<file path="src/design/swtm_ram.sv">
// ----------------------------------------------------------------------------
// swtm_ram
// Generic single-port RAM with registered read.
// ----------------------------------------------------------------------------
module swtm_ram #(
  parameter int Width = 16,
  parameter int Depth = 64
) (
  input  logic                     clk,
  input  logic                     we,
  input  logic [$clog2(Depth)-1:0] addr,
  input  logic [Width-1:0]         wdata,
  output logic [Width-1:0]         rdata
);
  logic [Width-1:0] mem [Depth];
  always_ff @(posedge clk) begin
    if (we) mem[addr] <= wdata;
    rdata <= mem[addr];
  end
endmodule

</file>
<file path="config.mk">
export PLATFORM = sky130hd
export DESIGN_NAME = swtm_ram
export DESIGN_NICKNAME = d
export VERILOG_FILES = /design/src/design/swtm_ram.sv
export SDC_FILE = /design/constraint.sdc
export NUM_CORES = 1
export LEC_CHECK = 0
export BUFFER_PORTS_ARGS = -buffer_cell sky130_fd_sc_hd__buf_2
export CAP_MARGIN = 20
export CORE_MARGIN = 2
export CORE_UTILIZATION = 55
export DETAILED_ROUTE_END_ITERATION = 8
export PLACE_DENSITY = 0.7
export SLEW_MARGIN = 20
export SYNTH_ARGS = -nofsm -noshare
export SYNTH_HDL_FRONTEND = slang
export SYNTH_SLANG_ARGS = --single-unit
</file>
<file path="constraint.sdc">
create_clock -name clk -period 4.1 [get_ports clk]
set_clock_uncertainty 0.05 [all_clocks]
set_input_delay 0.82 -clock clk [delete_from_list [all_inputs] [get_ports clk]]
set_output_delay 0.82 -clock clk [all_outputs]
set_load 0.02 [all_outputs]
</file>
==> results.cfg <==
[placement]
placed_cells = 3259
dp_hpwl_mm = 64.8
port-buffer-count = 39
finalWeightedCongestion = 0.936

[grt]
antenna_found_initial = 2
grt_pass1_vias = 22317
grt-ovfl-total = 0
grt_max_degree = 81
grt_pass1_wl_mm = 155
grt_use_total = 0.290

[layout]
diodes = 0
area_delta_synth_final_pct = 13.3
nFillCells = 4897
fin_cells = 3438
multiInputGateArea_sq_um = 7650
drive_gt1_frac = 0.160
regArea_sq_um = 31100
nNetsFinal = 2433

[drt]
drc_errors = 0
wirelength_mm = 107
ant_nets = 0
wl_per_cell_microns = 31.2
first_pass_iters = 6
viasPerCell = 6.78
vias = 23304
drt_iter0_drc = 3503

[clock_network]
postCtsSetupBuffers = 0
cts_buffers = 98
h-tree-depth = 3
cts-root-buf = clkbuf_16
clock-sinks = 1040
insertion_delay_ns = 0.65
hold_buffers = 0
cts-resized-gates = 0
cts_tree = done
clock_path_buffers = 3
clkTransAtPathRegs_ns = 0.06

[timing]
finalCriticalPeriod_ns = 3.19
setup_viol = 0
max-slew-margin-rel = 0.312
rsz0062_at_grt = no
fmax_mhz = 313
period_share = 0.778
tns_ns = 0
finalMaxSlewViolations = 0
worstMarginPinSlew_ns = 1.03
finalHoldViolCount = 0

[flow_run]
maxCapViolCount = 0

[synth]
syn_area_per_cell_sq_um = 17.4
syn_area_sq_um = 39500
ys.flop_type = edfxtp_1
ys_seq_elements = 1040
yosysUniqueCellTypes = 55
netlist_top_cells_count = edfxtp_1, a22oi_1, nor2_1, mux2i_1, a221oi_1
yosysTopAreaCell = edfxtp_1
synth.most_common_cell = edfxtp_1
synth_edf_count = 1024
syn_nets = 2288
netlist_instances = 2264
yosysSeqAreaShare = 0.787
async_flop_share = 0
synthTopCellsByArea = edfxtp_1, mux2i_1, a22oi_1
yosys_warnings = 0
yosysTopAreaCellShare = 0.779

[setup_path]
start_kind = input pin
crit_chain = buf_8 -> inv_2 -> and2_1 -> buf_4 -> a22oi_1 -> a31oi_1 -> nor3_1 -> nand4_1
arrival_ns = 3.64
end_kind = flip-flop
path_max_fanout = 27
cp_slowest_stage_delay_ns = 0.77
worst_path_max_delay_cell = nor3_1
path_class = in -> reg
required_ns = 4.55

[power]
p_leak_nw = 14.5
peakVddDrop_mv = 0.422
powerDensity_nw_per_um2 = 496

[min_path]
min_path_type = in -> reg

[floorplanning]
fp.dieArea_sq_um = 73900
start_util = 0.554
die_x_microns = 272
die_h_microns = 272
rows = 98
core_area_sq_um = 71200
pin_count = 40

[outcome]
status = finished, final reports clean
-- worst max-delay path: cells and delay by family --
kind            cells  cell delay (ns)
compound gates      2             0.33
simple gates        3             1.49
buf+inv             3             0.96
-- logic make-up after synthesis --
family / after synthesis / share of synthesized area
DFF: 1040 / 0.787
AOI/OAI and AO/OA: 617 / 0.115
and+or+nand+nor: 265 / 0.0293
muxes: 178 / 0.0476
buffers and inverters: 164 / 0.0208
-- metal layers --
metal	share of wire	up-vias	global-route usage
met5	0.00056	-	0.00513
met4	0.043	4	0.123
met3	0.13	227	0.0643
met2	0.45	1717	0.437
met1	0.38	11730	0.413
li1	-	9626	-
-- stage by stage --
step / total power [mW] / utilization / hold slack (ns) / instance area [sq um] / setup slack [ns]
global placement: 13.2 / 0.582 / 0.594 / 41500 / 0.480
finish: 22.2 / 0.628 / 0.638 / 44700 / 0.909
global route: 22.7 / 0.628 / 0.641 / 44700 / 0.815
detailed placement: 13.3 / 0.582 / 0.612 / 41500 / 0.439
CTS: 22.2 / 0.628 / 0.585 / 44700 / 1.12
floorplan: 12.6 / - / 0.522 / 39500 / 0.865
-- registers in the layout (all words and copies together), names as in the netlist --
name   count
rdata     16
mem     1024
-- cell type report --
type                       instances  area share
inverter                           2    0.000168
sequential                      1040       0.695
clock buffer                     119      0.0587
tap                              950      0.0266
clock inverter                    60      0.0137
timing repair buffer             207      0.0348
multi-input combinational       1060       0.171
-- power by group --
| part | switching, mW | internal [mW] |
|---|---|---|
| Sequential | 0.0592 | 11.8 |
| Clock | 3.80 | 5.30 |
| Combinational | 0.899 | 0.349 |
| Total | 4.76 | 17.4 |
-- layout by cell type (no fill, tap or decap), types with 6 or more instances in the layout --
| master | Yosys | routed |
|---|---|---|
| edfxtp_1 | 1024 | 1024 |
| a22oi_1 | 196 | 196 |
| buf_4 | 16 | 166 |
| nor2_1 | 159 | 156 |
| mux2i_1 | 154 | 154 |
| a221oi_1 | 106 | 106 |
| clkbuf_16 | 0 | 100 |
| a21oi_1 | 74 | 74 |
| o22ai_1 | 58 | 58 |
| nand2_1 | 40 | 40 |
| buf_2 | 62 | 33 |
| o21ai_0 | 29 | 29 |
| o22a_1 | 27 | 27 |
| a31oi_1 | 23 | 23 |
| clkinv_2 | 0 | 23 |
| a22o_1 | 21 | 21 |
| a211oi_1 | 20 | 20 |
| mux2_2 | 17 | 17 |
| clkinv_1 | 0 | 16 |
| dfxtp_1 | 16 | 16 |
| o221ai_1 | 14 | 14 |
| clkbuf_1 | 62 | 14 |
| bufinv_16 | 0 | 12 |
| nand3_1 | 10 | 10 |
| a222oi_1 | 9 | 9 |
| nor3_1 | 10 | 9 |
| or4_1 | 9 | 9 |
| a2111oi_0 | 8 | 8 |
| o211a_1 | 7 | 7 |
| nand4_1 | 7 | 7 |
| a311oi_1 | 6 | 6 |
| mux4_2 | 6 | 6 |
| clkinvlp_4 | 0 | 6 |
| buf_12 | 0 | 6 |
-- worst paths after layout --
kind               from   endpoint  slack [ns]  depth (start not counted)
min reg2reg  mem[5][13]  rdata[13]        0.64                          4
max reg2reg   mem[5][4]   rdata[4]        1.79                          7
min             addr[4]  rdata[15]        0.64                          3
max             addr[2]   rdata[5]        0.91                          8
(Power assumes the default switching activity.)
