[src/design/swtm_pkg.sv]
// ----------------------------------------------------------------------------
// swtm_pkg
// Shared widths and constants of the sliding-window trimmed mean.
// ----------------------------------------------------------------------------
package swtm_pkg;
  localparam int WindowMax  = 64;
  localparam int SampleBits = 16;
  localparam int IdxBits    = $clog2(WindowMax);
  localparam int CntBits    = $clog2(WindowMax + 1);
  localparam int SumBits    = SampleBits + IdxBits;
  localparam int LenBits    = 7;
  localparam int TrimBits   = 5;
  localparam int CfgBits    = 7;
  localparam int CfgIdxBits = 1;
  localparam logic [CfgIdxBits-1:0] RegWindowLength = 1'd0;
  localparam logic [CfgIdxBits-1:0] RegTrimCount    = 1'd1;

  typedef logic [SampleBits-1:0] sample_t;

  // shared command to every cell of the sorted row
  typedef struct packed {
    logic    rm_en;
    sample_t rm_val;
    logic    ins_en;
    sample_t ins_val;
  } cell_cmd_t;
endpackage

[src/design/swtm_cell.sv]
// ----------------------------------------------------------------------------
// swtm_cell
// One slot of the sorted row: removes then inserts before its value register loads.
// ----------------------------------------------------------------------------
module swtm_cell (
  input  logic                clk,
  input  swtm_pkg::cell_cmd_t cmd,
  input  logic                occ,
  input  swtm_pkg::sample_t   left_val,
  input  swtm_pkg::sample_t   right_val,
  input  logic                right_occ,
  input  logic                left_gone,
  input  logic                left_ins_lt,
  output logic                gone_out,
  output logic                ins_lt_out,
  output swtm_pkg::sample_t   val
);
  swtm_pkg::sample_t val_r, val_nxt;
  swtm_pkg::sample_t mid_val, mid_left;
  logic mid_occ, hit, gone;

  // removal: first equal entry is dropped, entries to its right move left
  assign hit      = cmd.rm_en && occ && (val_r == cmd.rm_val);
  assign gone     = left_gone | hit;
  assign gone_out = gone;
  assign mid_val  = gone ? right_val : val_r;
  assign mid_occ  = gone ? right_occ : occ;
  // the left neighbor's post-removal value: left shifts only if it was gone too
  assign mid_left = left_gone ? val_r : left_val;

  // insertion: entries below new value stay, first not-below gets it, rest shift right
  assign ins_lt_out = mid_occ && (mid_val < cmd.ins_val);

  always_comb begin
    val_nxt = val_r;
    if (cmd.rm_en) val_nxt = mid_val;
    if (cmd.ins_en && !(mid_occ && mid_val < cmd.ins_val)) begin
      if (left_ins_lt) val_nxt = cmd.ins_val;
      else             val_nxt = mid_left;
    end
  end

  always_ff @(posedge clk) begin
    val_r <= val_nxt;
  end
  assign val = val_r;
endmodule

[config.mk]
export PLATFORM = sky130hd
export DESIGN_NAME = swtm_cell
export DESIGN_NICKNAME = d
export VERILOG_FILES = /design/src/design/swtm_pkg.sv /design/src/design/swtm_cell.sv
export SDC_FILE = /design/constraint.sdc
export NUM_CORES = 1
export LEC_CHECK = 0
export BUFFER_PORTS_ARGS = -buffer_cell sky130_fd_sc_hd__clkbuf_2
export CORE_MARGIN = 3
export CORE_UTILIZATION = 40
export DETAILED_ROUTE_END_ITERATION = 16
export GPL_TIMING_DRIVEN = 0
export PLACE_DENSITY_LB_ADDON = 0.1
export SLEW_MARGIN = 5
export SYNTH_ARGS = -nofsm -noshare
export SYNTH_HDL_FRONTEND = slang
export SYNTH_SLANG_ARGS = --single-unit
[constraint.sdc]
create_clock -name clk -period 3.7 [get_ports clk]
set_input_delay 0.185 -clock clk [delete_from_list [all_inputs] [get_ports clk]]
set_output_delay 0.185 -clock clk [all_outputs]
set_load 0.1 [all_outputs]
==> impl_table.tex <==
\begin{tabular}{lr}
\hline
Metric & Value \\
\hline
\multicolumn{2}{l}{\textbf{Die}} \\
\quad Chip Width & about 71 um \\
\quad Row cnt & 23 \\
\quad Die H & a little over 70 um \\
\quad Core outline area & roughly 4000 um\^{}2 \\
\quad Starting utilization of the core area & 0.4228 \\
\quad Number of top-level pins & 89 \\
\quad Area enclosed by the die boundary & a little over 5000 um\^{}2 \\
\multicolumn{2}{l}{\textbf{Timing}} \\
\quad Highest clock frequency the design can meet & 246.6 MHz \\
\quad Final slew viol count & 0 \\
\quad Number of hold violations in the final report & 0 \\
\quad Actual slew at the worst max-slew pin & approximately 650 ps \\
\quad Rel. slew slack & 0.5660 \\
\quad Final worst slack & -354.4 ps \\
\quad Clock period minus final worst setup slack & between 4000 and 5000 ps \\
\quad Final-layout worst hold slack & 313.7 ps \\
\quad Unrepaired setup endpoints after global routing & true \\
\quad Setup violators final & 33 \\
\quad Setup TNS Final & -10040 ps \\
\quad Final setup skew & between 8 and 9 ps \\
\quad Post-route clock period utilization & 1.096 \\
\multicolumn{2}{l}{\textbf{Placed design}} \\
\quad Port Buffer Count & 88 \\
\quad Weighted congestion at the end of routability-driven global placement & 0.8097 \\
\quad Detailed Place HPWL & 3765 um \\
\quad Post-placement setup slack & -408.8 ps \\
\quad Count of placed standard cells including taps & slightly above 300 \\
\multicolumn{2}{l}{\textbf{Yosys}} \\
\quad Proportion of register bits with asynchronous set or reset after synthesis & 0 \\
\quad Number of nets produced by synthesis & approximately 260 \\
\quad Netlist Area Pre-Place & 1715 um\^{}2 \\
\quad Synth Register Bits & 16 \\
\quad Ys Warns & 0 \\
\quad Top cell type by total area after synthesis & edfxtp\_1 \\
\quad Number of flops mapped to enable cells by yosys & 16 \\
\quad Top cell type's share of synthesized area & 0.2801 \\
\quad Most used flip-flop cell after synthesis & edfxtp\_1 \\
\quad Gate count of the mapped netlist & approximately 170 \\
\quad Mapped Avg Cell Area & between 10 and 15 um\^{}2 \\
\quad Fraction of the yosys area taken by sequential cells & 0.2801 \\
\quad Cell types with the largest area share after synthesis & edfxtp\_1 (28\%), mux2\_2 (14\%), ha\_1 (11\%) \\
\quad Unique cell type count in the Yosys netlist & 33 \\
\multicolumn{2}{l}{\textbf{Route}} \\
\quad Average detailed-routed wire length per instance & 16.13 um \\
\quad Count of unresolved DRC violations after routing & 0 \\
\quad Drt initial violations & slightly above 60 \\
\quad Detailed-route via count & 1728 \\
\quad Post-route ant nets & 0 \\
\quad Number of vias per cell & approximately 5 \\
\quad Routed wire length & 5451 um \\
\quad Number of iterations in the first detailed-routing pass & 4 \\
\multicolumn{2}{l}{\textbf{Setup path}} \\
\quad CP delay by family, top & simple AND/OR/NAND/NOR gates \\
\quad Total buffers and inverters traversed by the critical path & 4 \\
\quad Crit Path Class & reg -> reg \\
\quad Cell Chain, Critical Path & xor2\_1 > nor4\_2 > nand3\_2 > nor2\_4 > nor2\_4 > buf\_8 > mux2\_4 > ha\_4 > and4\_4 > buf\_4 > a221o\_1 > a31oi\_1 > o21a\_4 > nand2b\_4 > buf\_12 > buf\_12 > mux2\_4 \\
\quad Highest-delay cell along the critical path & edfxtp\_1 \\
\quad Startpoint kind of the worst setup timing path & flop \\
\quad Kind of end point of the critical path & flop \\
\quad Data required, critical path & between 3000 and 4000 ps \\
\quad WP data arrival & $\sim$4100 ps \\
\quad Longest individual stage delay on the worst path & approximately 420 ps \\
\quad Peak fanout along the critical path & 6 \\
\multicolumn{2}{l}{\textbf{Clock network}} \\
\quad CTS HTree Levels & 1 \\
\quad Buffer type at the clock tree root & clkbuf\_8 \\
\quad TritonCTS clock tree & done \\
\quad CTS Buf Count & 3 \\
\quad Clock tree buffer depth & 2 \\
\quad Clock transition at the registers of the reported paths & $\sim$80 ps \\
\quad Clock insertion delay at the later pin of the skew report & between 200 and 300 ps \\
\quad TritonCTS Sinks & 16 \\
\quad CTS Hold Buffers Added & 0 \\
\multicolumn{2}{l}{\textbf{Final layout}} \\
\quad Layout overhead on the synthesized area & 60.98\% \\
\quad Leading cell types in the layout, fill and taps excluded & clkbuf\_2 (87), mux2\_4 (20), buf\_4 (19) \\
\quad Fraction of layout instances using a drive strength above 1 & 0.5972 \\
\quad Antenna fix cells & 0 \\
\quad Most frequent standard cell in the layout excluding fill and tap cells & clkbuf\_2 \\
\quad Non-Filler Instances & $\sim$340 \\
\quad Final Net Count & between 300 and 400 \\
\quad Flip-flop count of the largest register after layout & 16 \\
\multicolumn{2}{l}{\textbf{Power and ir drop}} \\
\quad Peak supply drop & $\sim$0.26 mV \\
\quad Power density relative to cell area & between 300 and 400 nW/um\^{}2 \\
\quad Static power due to leakage & between 1 and 1.5 nW \\
\quad Post-layout total power & 1.013 mW \\
\multicolumn{2}{l}{\textbf{Global routing}} \\
\quad Vias in the first global route & $\sim$1700 \\
\quad Pin count of the biggest net entering global routing & 11 \\
\quad Initial antenna violation count & 0 \\
\quad First-pass GRT wire length & between 8000 and 9000 um \\
\quad Grt ovf & 0 \\
\quad Overall fraction of global-route tracks in use & 0.2088 \\
\multicolumn{2}{l}{\textbf{Hold path}} \\
\quad Hold WC Path Type & in -> reg \\
\multicolumn{2}{l}{\textbf{Outcome}} \\
\quad Violations in the final reports & negative setup slack \\
\quad Run status & complete, but fails checks \\
\multicolumn{2}{l}{\textbf{Run}} \\
\quad Number of max-cap violations & 0 \\
\hline
\end{tabular}
==> cell type report <==
| type | count | area [um^2] |
|---|---|---|
| multi-input combinational | 133 | 1360 |
| sequential | 16 | 480.5 |
| clock buffer | 3 | 41.29 |
| buffer | 5 | 46.29 |
| clock inverter | 1 | 3.754 |
| fill | 343 | 1296 |
| timing repair buffer | 113 | 703.2 |
| tap | 50 | 62.56 |
| inverter | 17 | 63.81 |
==> power by group <==
part           internal [mW]  leakage (nW)  switching [mW]
registers              0.237         0.158          0.0239
clock network         0.0738        0.0231          0.0707
logic                  0.234          1.20           0.373
total                  0.545          1.38           0.468
==> synthesized netlist by cell type (3+ instances only) <==
cell type  number
mux2i_1         3
edfxtp_1       16
a21oi_1        17
mux2_4          9
inv_1          17
o21ai_0         3
nor2_1         18
clkbuf_1        3
ha_1           15
and4_1          3
mux2_2         22
xor2_1         15
a21o_1          4
==> worst paths after layout <==
kind | cells after the start | endpoint | slack, ps | start
worst max-delay path | 17 | val[12] | -350 | val[8]
worst min-delay path | 3 | val[0] | 310 | left_val[0]
worst max register to register | 17 | val[12] | -350 | val[8]
worst min register to register | 2 | val[0] | 760 | val[0]
==> layer usage <==
layer | track usage | part of all wire
met4 | 0.05010 | 0.015
met3 | 0.03787 | 0.074
met5 | 0 | 0
met1 | 0.2928 | 0.45
met2 | 0.3337 | 0.46
==> timing repair <==
item | in CTS | in global routing
buffers inserted | 14 | 9
pin swaps | 8 | 4
gates cloned | 3 | 0
gates resized for setup | 20 | 14
endpoints found under the setup margin | 33 | 33
==> tightest hold or removal path: cells and delay by family <==
kind                   cells  cell delay [ps]
buffers and inverters      1               80
multiplexers               2              180
==> kinds of logic after synthesis <==
logic type	after synthesis	synth area share
muxes	34	0.2407
and+or+nand+nor	34	0.1109
AOI/OAI and AO/OA	33	0.1174
buffers and inverters	23	0.05981
xor gates and xnor gates	16	0.08170
DFF	16	0.2801
adders and majority gates	15	0.1094
==> through the flow <==
stage,utilization,instance area [um^2]
after floorplan,-,1759
after global placement,0.5575,2262
after detailed placement,0.5575,2262
after CTS,0.6469,2625
after global routing,0.6805,2761
final,0.6805,2761
(Power assumes the default switching activity.)
