--- config.mk ---
export PLATFORM = sky130hd
export DESIGN_NAME = swtm_div
export DESIGN_NICKNAME = d
export VERILOG_FILES = /design/src/design/swtm_pkg.sv /design/src/design/swtm_div.sv
export SDC_FILE = /design/constraint.sdc
export NUM_CORES = 1
export LEC_CHECK = 0
export BUFFER_PORTS_ARGS = -buffer_cell sky130_fd_sc_hd__buf_2
export CAP_MARGIN = 20
export CORE_ASPECT_RATIO = 0.75
export CORE_MARGIN = 4
export CORE_UTILIZATION = 50
export DETAILED_ROUTE_END_ITERATION = 8
export GPL_TIMING_DRIVEN = 0
export PLACE_DENSITY = 0.81
export SYNTH_ARGS = -nofsm -noshare
export SYNTH_HDL_FRONTEND = slang
export SYNTH_SLANG_ARGS = --single-unit
--- constraint.sdc ---
create_clock -name clk -period 6.2 [get_ports clk]
set_input_delay 0.31 -clock clk [delete_from_list [all_inputs] [get_ports clk]]
set_output_delay 0.31 -clock clk [all_outputs]
set_load 0.005 [all_outputs]
--- src/design/swtm_pkg.sv ---
// ----------------------------------------------------------------------------
// swtm_pkg
// Shared widths and constants of the sliding-window trimmed mean.
// ----------------------------------------------------------------------------
package swtm_pkg;
  localparam int WindowMax  = 64;
  localparam int SampleBits = 16;
  localparam int IdxBits    = $clog2(WindowMax);
  localparam int CntBits    = $clog2(WindowMax + 1);
  localparam int SumBits    = SampleBits + IdxBits;
  localparam int LenBits    = 7;
  localparam int TrimBits   = 5;
  localparam int CfgBits    = 7;
  localparam int CfgIdxBits = 1;
  localparam logic [CfgIdxBits-1:0] RegWindowLength = 1'd0;
  localparam logic [CfgIdxBits-1:0] RegTrimCount    = 1'd1;

  typedef logic [SampleBits-1:0] sample_t;

  // shared command to every cell of the sorted row
  typedef struct packed {
    logic    rm_en;
    sample_t rm_val;
    logic    ins_en;
    sample_t ins_val;
  } cell_cmd_t;
endpackage

--- src/design/swtm_div.sv ---
// ----------------------------------------------------------------------------
// swtm_div
// Restoring divider, one quotient bit per cycle.
// ----------------------------------------------------------------------------
module swtm_div (
  input  logic                               clk,
  input  logic                               rst_n,
  input  logic                               start,
  input  logic [swtm_pkg::SumBits-1:0]       dividend,
  input  logic [swtm_pkg::CntBits-1:0]       divisor,
  output logic                               done,
  output logic [swtm_pkg::SampleBits-1:0]    quotient
);
  localparam int SB = swtm_pkg::SumBits;
  localparam int StepBits = $clog2(SB + 1);
  logic [SB-1:0] q_r, q_nxt;
  logic [swtm_pkg::CntBits-1:0] rem_r, rem_nxt, d_r;
  logic [swtm_pkg::CntBits:0] trial;
  logic [StepBits-1:0] step_r, step_nxt;
  logic busy_r, busy_nxt, done_r, done_nxt;

  assign trial = {rem_r, q_r[SB-1]};

  always_comb begin
    q_nxt = q_r; rem_nxt = rem_r; step_nxt = step_r;
    busy_nxt = busy_r; done_nxt = 1'b0;
    if (start) begin
      q_nxt = dividend; rem_nxt = '0; step_nxt = StepBits'(SB); busy_nxt = 1'b1;
    end else if (busy_r) begin
      if (trial >= {1'b0, d_r}) begin
        rem_nxt = swtm_pkg::CntBits'(trial - {1'b0, d_r});
        q_nxt   = {q_r[SB-2:0], 1'b1};
      end else begin
        rem_nxt = trial[swtm_pkg::CntBits-1:0];
        q_nxt   = {q_r[SB-2:0], 1'b0};
      end
      step_nxt = step_r - 1'b1;
      if (step_r == StepBits'(1)) begin
        busy_nxt = 1'b0; done_nxt = 1'b1;
      end
    end
  end

  always_ff @(posedge clk) begin
    if (!rst_n) begin
      busy_r <= 1'b0; done_r <= 1'b0; step_r <= '0;
    end else begin
      busy_r <= busy_nxt; done_r <= done_nxt; step_r <= step_nxt;
    end
    q_r <= q_nxt; rem_r <= rem_nxt;
    if (start) d_r <= divisor;
  end
  assign done = done_r;
  assign quotient = q_r[swtm_pkg::SampleBits-1:0];
endmodule

==> run summary, run 1 <==
Floorplan
- **Die Width** 87.43 µm
- **height of the die** 67.58 µm
- **floorplan row count** 21
- **Core ar.** 4519 µm²
- **number of top-level design ports** 49
- **effective utilization at floorplan** 52.35%
- **floorplan die area** 5908 µm²

Global routing
- **GRT Total Usage** 16.21%
- **vias in the first global route** 1508
- **wire length of the first global-routing pass** 7100 µm
- **sum of overflow across all layers after global routing** 0
- **maximum number of pins on one net before global-route repair** 23
- **antenna violations before repair** 0

Critical path
- **critical-path maximum fanout** 9
- **type of origin of the critical path** register
- **critical path endpoint category** register
- **CP Class** reg2reg
- **required time reported for the critical path endpoint** 6420 ps
- **data arrival time of the worst path** 2550 ps

STA
- **min Tclk post-route** 2333 ps
- **total count of hold-check failures in the final report** 0
- **pins over their slew limit** 0
- **setup slack after layout** 3867 ps
- **unrepaired setup endpoints after global routing** no
- **Max Fclk** 0.4286 GHz
- **slew margin rel.** 60.92%
- **actual transition at the worst max-transition pin** 585.2 ps
- **final setup vio count** 0
- **final period utilization** 37.63%
- **final worst hold slack** 183.0 ps
- **Fin Clk Skew** 5.841 ps
- **Final TNS setup** 0 ps

Pwr
- **fraction of power consumed by combinational cells** 19.4%
- **Pwr Density** 250.1 nW/µm²
- **Sequential Power Share** 50.1%
- **P_int** 0.0005248 W
- **Net Sw Power** 0.0001718 W
- **leakage dissipation** 1.167 nW
- **net switching fraction of the power** 24.66%
- **clock network fraction of total power** 30.5%
- **Max VDD drop** 0.0002198 V

Place
- **post-detail-place hpwl** 3403 µm
- **placed standard-cell area** 2678 µm²
- **final weighted congestion in routability-driven placement** 0.7761
- **pre-CTS worst setup slack** 3933 ps
- **Port Buf Inserts** 48

Drt
- **length of the first detailed-routing pass in iterations** 4
- **count of vias placed by the detailed router** 1663
- **1st-iter DRT viols** 89
- **count of unresolved DRC violations after routing** 0
- **wire length per cell** 14.61 µm
- **post-route ant nets** 0
- **via density per instance** 5.263
- **Total Wirelength** 4617 µm

Clock tree
- **maximum root-to-sink buffer count** 2
- **CTS H-tree depth** 2
- **total CTS buffers** 5
- **cell at the root of the clock tree** sky130_fd_sc_hd__clkbuf_8
- **clock sink count** 43
- **number of gates resized after cts** 0
- **CTS Hold Bufs** 0
- **clock latency on the worst-skew pair** 300 ps
- **TritonCTS clock tree** built
- **Post-CTS Setup Repair Bufs** 0
- **clock slew seen by the registers of the worst setup and hold paths** 80 ps

Status
- **status** completed

Yosys
- **Synth Area per Inst** 11.66 µm²
- **count of state elements after synthesis** 43
- **Cells after Synth** 203
- **count of flip-flops with a built-in enable after synthesis** 29
- **Syn Nets** 245
- **count of cell types in the netlist** 50
- **Syn. warnings** 0
- **most instantiated flip-flop cell in the synthesis netlist** sky130_fd_sc_hd__edfxtp_1
- **cell area after synthesis** 2366 µm²
- **sequential share of the synthesized area** 48.65%
- **ys async rst share** 0%

Cells and area
- **Finished Cell Area** 2785 µm²
- **area overhead of the layout relative to synthesis** 17.72%
- **share of post-route cells with drive strength above 1** 40.93%
- **net count of the finished layout** 300
- **leading cell type in the layout, fill and taps excluded** sky130_fd_sc_hd__buf_2
- **most used cells in the layout excluding fill and tap cells** sky130_fd_sc_hd__buf_2, sky130_fd_sc_hd__edfxtp_1, sky130_fd_sc_hd__mux2_2
- **final antenna diode count** 0

Min path
- **Hold Crit Class** in2reg

Flow run
- **max-cap check violation count** 0

layer usage:
layer	track usage [%]	wire length (µm)	vias to the layer above
met5	0	0	-
met4	7.663	99	0
met3	4.878	264	9
met2	24.06	2119	44
met1	21.71	2134	776
li1	-	-	834
cells by family (layout without fill, tap and decap cells):
| kind of cell | count (synthesis) | after routing | synth area share [%] |
|---|---|---|---|
| and+or+nand+nor | 46 | 46 | 10.79 |
| DFF | 43 | 43 | 48.65 |
| buffers and inverters | 40 | 96 | 9.571 |
| AOI/OAI and AO/OA | 35 | 35 | 12.37 |
| muxes | 22 | 22 | 10.42 |
| adders and majority gates | 10 | 10 | 5.606 |
| xor gates and xnor gates | 7 | 7 | 2.591 |
worst paths after layout:
path,from,to,slack [ps],cells after the start
min,divisor[4],d_r[4],180,1
max,d_r[0],rem_r[2],3870,8
max reg2reg,d_r[0],rem_r[2],3870,8
min reg2reg,rem_r[1],rem_r[2],530,2
power by group through the flow:
stage	registers, W	logic [W]	clock network (W)
after detailed placement	0.000356	0.000134	0
after global placement	0.000354	0.000130	0
after CTS	0.000349	0.000136	0.000219
final	0.000349	0.000135	0.000212
after global routing	0.000352	0.000150	0.000231
after floorplan	0.000350	0.0000965	0
metrics by stage:
| step | instances | total power, W | util [%] |
|---|---|---|---|
| after floorplan | 203 | 0.0004469 | - |
| after global placement | 308 | 0.0004839 | 59.25 |
| after detailed placement | 308 | 0.0004897 | 59.25 |
| after CTS | 316 | 0.0007046 | 61.63 |
| after global routing | 316 | 0.0007333 | 61.63 |
| final | 316 | 0.0006965 | 61.63 |
synthesized netlist by cell type, types with 6 or more instances:
| cell type | n | area [µm²] |
|---|---|---|
| sky130_fd_sc_hd__edfxtp_1 | 29 | 870.8 |
| sky130_fd_sc_hd__ha_1 | 9 | 112.6 |
| sky130_fd_sc_hd__nand2_1 | 7 | 26.28 |
| sky130_fd_sc_hd__buf_4 | 16 | 120.1 |
| sky130_fd_sc_hd__mux2_2 | 21 | 236.5 |
| sky130_fd_sc_hd__dfxtp_1 | 14 | 280.3 |
| sky130_fd_sc_hd__nor2_1 | 9 | 33.78 |
| sky130_fd_sc_hd__nor3b_1 | 6 | 45.04 |
| sky130_fd_sc_hd__xnor2_1 | 6 | 52.55 |
| sky130_fd_sc_hd__inv_1 | 14 | 52.55 |
area by class of cell:
type                       instances  area, µm²
clock inverter                     3      38.79
fill                             380       1734
sequential                        43       1151
clock buffer                       5      68.82
multi-input combinational        120      988.4
inverter                          14      52.55
buffer                            26      173.9
tap                               57      71.32
timing repair buffer              48      240.2
critical path, stage by stage, from the launching register on:
cell and delay (ps):
sky130_fd_sc_hd__edfxtp_1 400, sky130_fd_sc_hd__ha_1 240, sky130_fd_sc_hd__fa_1 400, sky130_fd_sc_hd__nand2b_1 210, sky130_fd_sc_hd__a211o_1 290, sky130_fd_sc_hd__buf_6 140, sky130_fd_sc_hd__and3_1 180, sky130_fd_sc_hd__buf_6 130
sky130_fd_sc_hd__a311oi_2 260
flip-flops by register name (all words and copies together) (netlist names):
signal / flops
busy_r: 1
d_r: 7
done: 1
q_r: 22
rem_r: 7
step_r: 5
(Power assumes the default switching activity.)
==> inputs of run 2 (changes only) <==
--- a/config.mk
+++ b/config.mk
@@ -5,14 +5,15 @@
 export SDC_FILE = /design/constraint.sdc
 export NUM_CORES = 1
 export LEC_CHECK = 0
+export ABC_AREA = 1
 export BUFFER_PORTS_ARGS = -buffer_cell sky130_fd_sc_hd__buf_2
 export CAP_MARGIN = 20
 export CORE_ASPECT_RATIO = 0.75
 export CORE_MARGIN = 4
-export CORE_UTILIZATION = 50
+export CORE_UTILIZATION = 49
 export DETAILED_ROUTE_END_ITERATION = 8
 export GPL_TIMING_DRIVEN = 0
-export PLACE_DENSITY = 0.81
+export PLACE_DENSITY = 0.83
 export SYNTH_ARGS = -nofsm -noshare
 export SYNTH_HDL_FRONTEND = slang
 export SYNTH_SLANG_ARGS = --single-unit
==> constraint.sdc (replaced) <==
create_clock -name clk -period 2.05 [get_ports clk]
set_input_delay 0.1025 -clock clk [delete_from_list [all_inputs] [get_ports clk]]
set_output_delay 0.1025 -clock clk [all_outputs]
set_load 0.005 [all_outputs]
==> run 2 against run 1 <==
Area after synthesis down 1.4%. Critical path type unchanged. Design area increased by 1.3%. Die area increased by 0.57%. Fmax grew 22%. Sequential cell count unchanged. Register-to-register slack got worse by 3700 ps. Clock skew shrank 1.7 ps. First-iteration DRC count rose by 100%. Sequential power grew to 3.0 times the previous value.
==> run summary, run 2 <==
Status
- **status** completed

Flow run
- **max-cap check violation count** 0, unchanged

Global routing
- **sum of overflow across all layers after global routing** 0, unchanged
- **vias in the first global route** 1771, +17%
- **maximum number of pins on one net before global-route repair** 25, +8.7%
- **antenna violations before repair** 0, unchanged
- **GRT Total Usage** 17.54%, +1.3 points
- **wire length of the first global-routing pass** 7969 µm, +12%

Pwr
- **Max VDD drop** 0.0004741 V, +120%
- **Pwr Density** 737.8 nW/µm², +200%
- **total power consumption of the routed design** 0.002083 W, +200%
- **leakage dissipation** 1.458 nW, +25%

Clock tree
- **Post-CTS Setup Repair Bufs** 0, unchanged
- **clock latency on the worst-skew pair** 290 ps, about the same
- **TritonCTS clock tree** built
- **clock sink count** 43, unchanged
- **maximum root-to-sink buffer count** 2, unchanged
- **total CTS buffers** 5, unchanged
- **cell at the root of the clock tree** sky130_fd_sc_hd__clkbuf_8
- **CTS H-tree depth** 2, unchanged
- **clock slew seen by the registers of the worst setup and hold paths** 80 ps, about the same

Floorplan
- **height of the die** 67.77 µm, +0.28%
- **floorplan die area** 5942 µm², +0.57%
- **floorplan row count** 21, unchanged
- **effective utilization at floorplan** 51.63%, -0.72 points
- **number of top-level design ports** 49, unchanged
- **Die Width** 87.69 µm, +0.29%
- **Core ar.** 4519 µm², unchanged

Place
- **placed standard-cell area** 2645 µm², -1.2%
- **final weighted congestion in routability-driven placement** 1.010, +30%
- **post-detail-place hpwl** 3559 µm, +4.6%
- **Port Buf Inserts** 48, unchanged

Drt
- **wire length per cell** 11.72 µm, -20%
- **via density per instance** 4.787, -9.0%
- **1st-iter DRT viols** 180, +100%
- **Total Wirelength** 4631 µm, +0.30%
- **length of the first detailed-routing pass in iterations** 4, unchanged
- **post-route ant nets** 0, unchanged
- **count of unresolved DRC violations after routing** 0, unchanged
- **count of vias placed by the detailed router** 1891, +14%

Critical path
- **critical path endpoint category** register
- **data arrival time of the worst path** 2120 ps, -430 ps
- **startpoint of the most critical register-to-register path** d_r[0]
- **critical-path maximum fanout** 8, -1
- **type of origin of the critical path** register
- **required time reported for the critical path endpoint** 2270 ps, -4150 ps
- **Worst setup startpoint** d_r[0]
- **CP Class** reg2reg

Cells and area
- **leading cell type in the layout, fill and taps excluded** sky130_fd_sc_hd__nand2_1
- **post-layout utilization of the core** 62.46%, +0.83 points
- **Finished Cell Area** 2823 µm², +1.3%
- **largest registers** q_r x22, d_r x7, rem_r x7
- **number of filler instances in the final layout** 407, +7.1%
- **final antenna diode count** 0, unchanged
- **Largest register FFs** 22, unchanged
- **most used cells in the layout excluding fill and tap cells** sky130_fd_sc_hd__nand2_1, sky130_fd_sc_hd__buf_2, sky130_fd_sc_hd__inv_1
- **Biggest register** q_r
- **share of post-route cells with drive strength above 1** 24.56%, -16 points
- **area overhead of the layout relative to synthesis** 20.97%
- **net count of the finished layout** 380, +27%

Yosys
- **count of state elements after synthesis** 43, unchanged
- **Synth Area per Inst** 8.455 µm², -27%
- **cell area after synthesis** 2333 µm², -1.4%
- **Syn Nets** 318, +30%
- **ys async rst share** 0%, unchanged
- **Cells after Synth** 276, +36%
- **library cell with the largest summed area after synthesis** sky130_fd_sc_hd__edfxtp_1
- **top-area cell type share of the netlist area** 37.32%, +0.51 points
- **Syn. warnings** 0, unchanged
- **library cell with the highest instance count after synthesis** sky130_fd_sc_hd__nand2_1
- **cells taking the most area after synthesis** sky130_fd_sc_hd__edfxtp_1, sky130_fd_sc_hd__nand2_1, sky130_fd_sc_hd__dfxtp_1
- **most instantiated flip-flop cell in the synthesis netlist** sky130_fd_sc_hd__edfxtp_1
- **count of cell types in the netlist** 29, -42%
- **count of flip-flops with a built-in enable after synthesis** 29, unchanged
- **sequential share of the synthesized area** 49.33%, +0.68 points
- **leading post-synthesis cells by instance count** sky130_fd_sc_hd__nand2_1, sky130_fd_sc_hd__inv_1, sky130_fd_sc_hd__edfxtp_1

STA
- **slew margin rel.** 38.75%, -22 points
- **min Tclk post-route** 1905 ps, -427.9 ps
- **pins over their slew limit** 0, unchanged
- **Max Fclk** 0.5249 GHz, +22%
- **final period utilization** 92.93%, +55 points
- **Final TNS setup** 0 ps, unchanged
- **total count of hold-check failures in the final report** 0, unchanged
- **unrepaired setup endpoints after global routing** no
- **final worst hold slack** 72.67 ps, -110.3 ps
- **final setup vio count** 0, unchanged
- **actual transition at the worst max-transition pin** 917.8 ps, +332.6 ps
- **Fin Clk Skew** 4.159 ps, -1.681 ps

Min path
- **origin of the worst min-delay path** dividend[16]
- **Hold Crit Class** in2reg

[run 2: cell count changes in the layout (fill, tap and decap cells not counted), moves of 4 or more]
cell                            change
sky130_fd_sc_hd__a41oi_1            -4
sky130_fd_sc_hd__dlygate4sd3_1      +7
sky130_fd_sc_hd__inv_1             +17
sky130_fd_sc_hd__mux2_2            -21
sky130_fd_sc_hd__nand2_1          +105
sky130_fd_sc_hd__nand2b_1           -4
sky130_fd_sc_hd__nand3_1           +13
sky130_fd_sc_hd__nand3b_1           +4
sky130_fd_sc_hd__nor3b_1            -6
sky130_fd_sc_hd__o21a_1             -4
sky130_fd_sc_hd__o21ai_0            -4
sky130_fd_sc_hd__xnor2_1            -6
[run 2: path summary, 6_finish.rpt]
| path | endpoint | slack (ps) | cells after the start |
|---|---|---|---|
| max reg2reg | rem_r[0] | 140 | 11 |
| max | rem_r[0] | 140 | 11 |
| min | q_r[16] | 70 | 3 |
| min reg2reg | rem_r[3] | 470 | 2 |
[run 2: through the flow]
step	std cells	setup slack, ps
after floorplan	276	394.8
after global placement	381	194.1
after detailed placement	381	152.5
after CTS	395	126.6
after global routing	395	8.749
final	395	144.9
[run 2: repair_timing]
action	4_1_cts	5_1_grt
resized for setup	0	1
setup endpoints to repair	0	3
hold buffers	7	0
endpoints found under the hold margin	7	0
[run 2: final cells by class]
type	instances	area, µm²	share of cell area [%]
plain buffers	21	140.1	4.965
flip-flops and latches	43	1151	40.78
multi-input cells	179	923.4	32.71
inverters	33	123.9	4.388
repair buffers	55	310.3	10.99
clock buffers	6	72.57	2.571
well taps	57	71.32	2.527
clock inverters	1	30.03	1.064
[run 2: cells by family (layout without fill, tap and decap cells)]
kind of cell | Yosys count | count (layout) | share of synthesized area, %
simple gates | 157 | 157 | 29.65
fa+ha+maj | 10 | 10 | 5.684
xor+xnor | 2 | 2 | 0.7508
flops | 43 | 43 | 49.33
buf+inv | 54 | 116 | 11.31
compound gates | 10 | 10 | 3.271
[run 2: power breakdown]
group | switching [W] | internal [W] | total, W
Combinational | 0.000221 | 0.000184 | 0.000404
Sequential | 0.0000370 | 0.00101 | 0.00105
Clock | 0.000272 | 0.000357 | 0.000629
[run 2: worst max-delay path: stages, from the launching register on]
cell                       delay, ps
sky130_fd_sc_hd__edfxtp_1        410
sky130_fd_sc_hd__ha_1            230
sky130_fd_sc_hd__fa_1            420
sky130_fd_sc_hd__inv_1           100
sky130_fd_sc_hd__nand2_1          50
sky130_fd_sc_hd__nand2_1          80
sky130_fd_sc_hd__nand2_1         100
sky130_fd_sc_hd__nand2_1         110
sky130_fd_sc_hd__nand2_4          90
sky130_fd_sc_hd__nand3_1          90
sky130_fd_sc_hd__nand3_1          90
sky130_fd_sc_hd__o21ai_2          60
[run 2: per-layer routing]
| metal | global-route usage (%) | vias up | wire length [µm] | share of wire, % |
|---|---|---|---|---|
| met2 | 27.35 | 49 | 2058 | 44 |
| met1 | 23.83 | 853 | 2238 | 48 |
| li1 | - | 983 | - | - |
| met5 | 0 | - | 0 | 0 |
| met3 | 5.000 | 6 | 287 | 6.2 |
| met4 | 5.172 | 0 | 46 | 0.99 |
==> inputs of run 3 (changes only) <==
--- a/config.mk
+++ b/config.mk
@@ -13,7 +13,7 @@
 export CORE_UTILIZATION = 49
 export DETAILED_ROUTE_END_ITERATION = 8
 export GPL_TIMING_DRIVEN = 0
-export PLACE_DENSITY = 0.83
+export PLACE_DENSITY = 0.79
 export SYNTH_ARGS = -nofsm -noshare
 export SYNTH_HDL_FRONTEND = slang
 export SYNTH_SLANG_ARGS = --single-unit
==> run 3 against run 2 <==
Sequential power about the same. Critical endpoint unchanged. Worst setup slack gained 64 ps. Total power down 0.78%. Utilization is 0.11 points higher. Via count decreased by 2.3%. Sequential share of layout area fell by 0.072 points.
==> run summary, run 3 (synthesized netlist as in run 2, its figures left out) <==
Cells and area
- **most used cells in the layout excluding fill and tap cells** sky130_fd_sc_hd__nand2_1, sky130_fd_sc_hd__buf_2, sky130_fd_sc_hd__inv_1
- **final antenna diode count** 0, unchanged
- **leading cell type in the layout, fill and taps excluded** sky130_fd_sc_hd__nand2_1
- **Largest register FFs** 22, unchanged
- **largest registers** q_r x22, d_r x7, rem_r x7
- **share of post-route cells with drive strength above 1** 25.07%, +0.52 points
- **area overhead of the layout relative to synthesis** 21.18%
- **area occupied by multi-input gates** 925.9 µm², +0.27%
- **combined flip-flop and latch cell area** 1151 µm², unchanged
- **Finished Cell Area** 2828 µm², +0.18%
- **Biggest register** q_r
- **net count of the finished layout** 380, unchanged
- **number of filler instances in the final layout** 396, -2.7%

STA
- **final period utilization** 89.82%, -3.1 points
- **Fin Clk Skew** 8.236 ps, +4.076 ps
- **unrepaired setup endpoints after global routing** no
- **pins over their slew limit** 0, unchanged
- **setup slack after layout** 208.8 ps, +63.86 ps
- **final setup vio count** 0, unchanged
- **slew margin rel.** 39.25%, +0.50 points
- **min Tclk post-route** 1841 ps, -63.86 ps
- **total count of hold-check failures in the final report** 0, unchanged
- **actual transition at the worst max-transition pin** 910.3 ps, -7.505 ps
- **Max Fclk** 0.5431 GHz, +3.5%
- **Final TNS setup** 0 ps, unchanged

Critical path
- **data arrival time of the worst path** 2070 ps, -50 ps
- **Worst setup startpoint** d_r[0]
- **CP Class** reg2reg
- **critical path endpoint category** register
- **critical-path maximum fanout** 8, unchanged
- **type of origin of the critical path** register
- **required time reported for the critical path endpoint** 2280 ps, about the same
- **startpoint of the most critical register-to-register path** d_r[0]

Place
- **Port Buf Inserts** 48, unchanged
- **placed standard-cell area** 2645 µm², unchanged
- **post-detail-place hpwl** 3532 µm, -0.76%
- **final weighted congestion in routability-driven placement** 0.8896, -12%
- **pre-CTS worst setup slack** 179.3 ps, +26.80 ps

Flow run
- **max-cap check violation count** 0, unchanged

Floorplan
- **floorplan row count** 21, unchanged
- **floorplan die area** 5942 µm², unchanged
- **number of top-level design ports** 49, unchanged
- **Die Width** 87.69 µm, unchanged
- **effective utilization at floorplan** 51.63%, unchanged
- **Core ar.** 4519 µm², unchanged
- **height of the die** 67.77 µm, unchanged

Status
- **status** completed

Pwr
- **total power consumption of the routed design** 0.002066 W, -0.78%
- **leakage dissipation** 1.456 nW, -0.16%
- **Max VDD drop** 0.0004489 V, -5.3%
- **Pwr Density** 730.8 nW/µm², -0.96%

Global routing
- **wire length of the first global-routing pass** 7838 µm, -1.6%
- **vias in the first global route** 1781, +0.56%
- **antenna violations before repair** 0, unchanged
- **maximum number of pins on one net before global-route repair** 25, unchanged
- **GRT Total Usage** 17.40%, -0.14 points
- **sum of overflow across all layers after global routing** 0, unchanged

Drt
- **via density per instance** 4.664, -2.6%
- **count of vias placed by the detailed router** 1847, -2.3%
- **count of unresolved DRC violations after routing** 0, unchanged
- **post-route ant nets** 0, unchanged
- **1st-iter DRT viols** 115, -36%
- **length of the first detailed-routing pass in iterations** 4, unchanged
- **Total Wirelength** 4705 µm, +1.6%
- **wire length per cell** 11.88 µm, +1.3%

Clock tree
- **cell at the root of the clock tree** sky130_fd_sc_hd__clkbuf_8
- **clock latency on the worst-skew pair** 300 ps, about the same
- **CTS H-tree depth** 2, unchanged
- **clock slew seen by the registers of the worst setup and hold paths** 80 ps, about the same
- **maximum root-to-sink buffer count** 2, unchanged
- **clock sink count** 43, unchanged
- **TritonCTS clock tree** built
- **total CTS buffers** 5, unchanged

Min path
- **origin of the worst min-delay path** rst_n
- **Hold Crit Class** in2reg

-- run 3: changes by cell type in the layout (fill, tap and decap cells not counted), sizes merged --
cell,delta
bufinv,-1
clkbuf,+1
clkinvlp,+1
-- run 3: area by class of cell --
class / count / share of cell area (%)
Sequential cell: 43 / 40.71
Multi-Input combinational cell: 179 / 32.74
Timing Repair Buffer: 55 / 10.97
Buffer: 21 / 4.956
Inverter: 33 / 4.381
Clock buffer: 7 / 3.451
Tap cell: 57 / 2.522
Clock inverter: 1 / 0.2655
-- run 3: worst max-delay path, stage by stage (launching register included) --
cell	delay [ps]
sky130_fd_sc_hd__edfxtp_1	420
sky130_fd_sc_hd__ha_1	230
sky130_fd_sc_hd__fa_2	360
sky130_fd_sc_hd__inv_1	80
sky130_fd_sc_hd__nand2_1	50
sky130_fd_sc_hd__nand2_1	80
sky130_fd_sc_hd__nand2_1	90
sky130_fd_sc_hd__nand2_1	110
sky130_fd_sc_hd__nand2_4	90
sky130_fd_sc_hd__nand3_1	90
sky130_fd_sc_hd__nand3_1	100
sky130_fd_sc_hd__o21ai_2	60
-- run 3: repair_timing --
action | in CTS | in global routing
endpoints found under the setup margin | 0 | 3
endpoints found under the hold margin | 7 | 0
buffers inserted | 0 | 0
hold buffers | 7 | 0
gates resized for setup | 0 | 2
-- run 3: worst paths after layout --
path / to / slack [ps] / depth (start not counted)
setup / recovery: rem_r[0] / 210 / 11
hold / removal: step_r[2] / 60 / 3
setup reg to reg: rem_r[0] / 210 / 11
hold reg to reg: rem_r[5] / 470 / 2
-- run 3: power breakdown --
part / internal (W) / switching, W / leakage, nW / total [W]
Combinational: 0.000184 / 0.000218 / 0.997 / 0.000402
Sequential: 0.00101 / 0.0000371 / 0.409 / 0.00105
Clock: 0.000314 / 0.000300 / 0.0496 / 0.000615
Total: 0.00151 / 0.000556 / 1.46 / 0.00207
-- run 3: through the flow --
stage / hold WS [ps] / utilization, % / cells
floorplan: 201.4 / - / 276
global placement: 279.3 / 58.53 / 381
detailed placement: 280.6 / 58.53 / 381
CTS: 51.22 / 62.40 / 396
global route: 61.60 / 62.57 / 396
finish: 56.10 / 62.57 / 396
-- run 3: layer usage --
layer | wire [µm] | vias to the layer above | track usage, %
met3 | 277 | 5 | 4.024
met1 | 2260 | 812 | 21.88
met2 | 2119 | 44 | 29.14
li1 | - | 986 | -
met5 | 0 | - | 0
met4 | 48 | 0 | 6.897
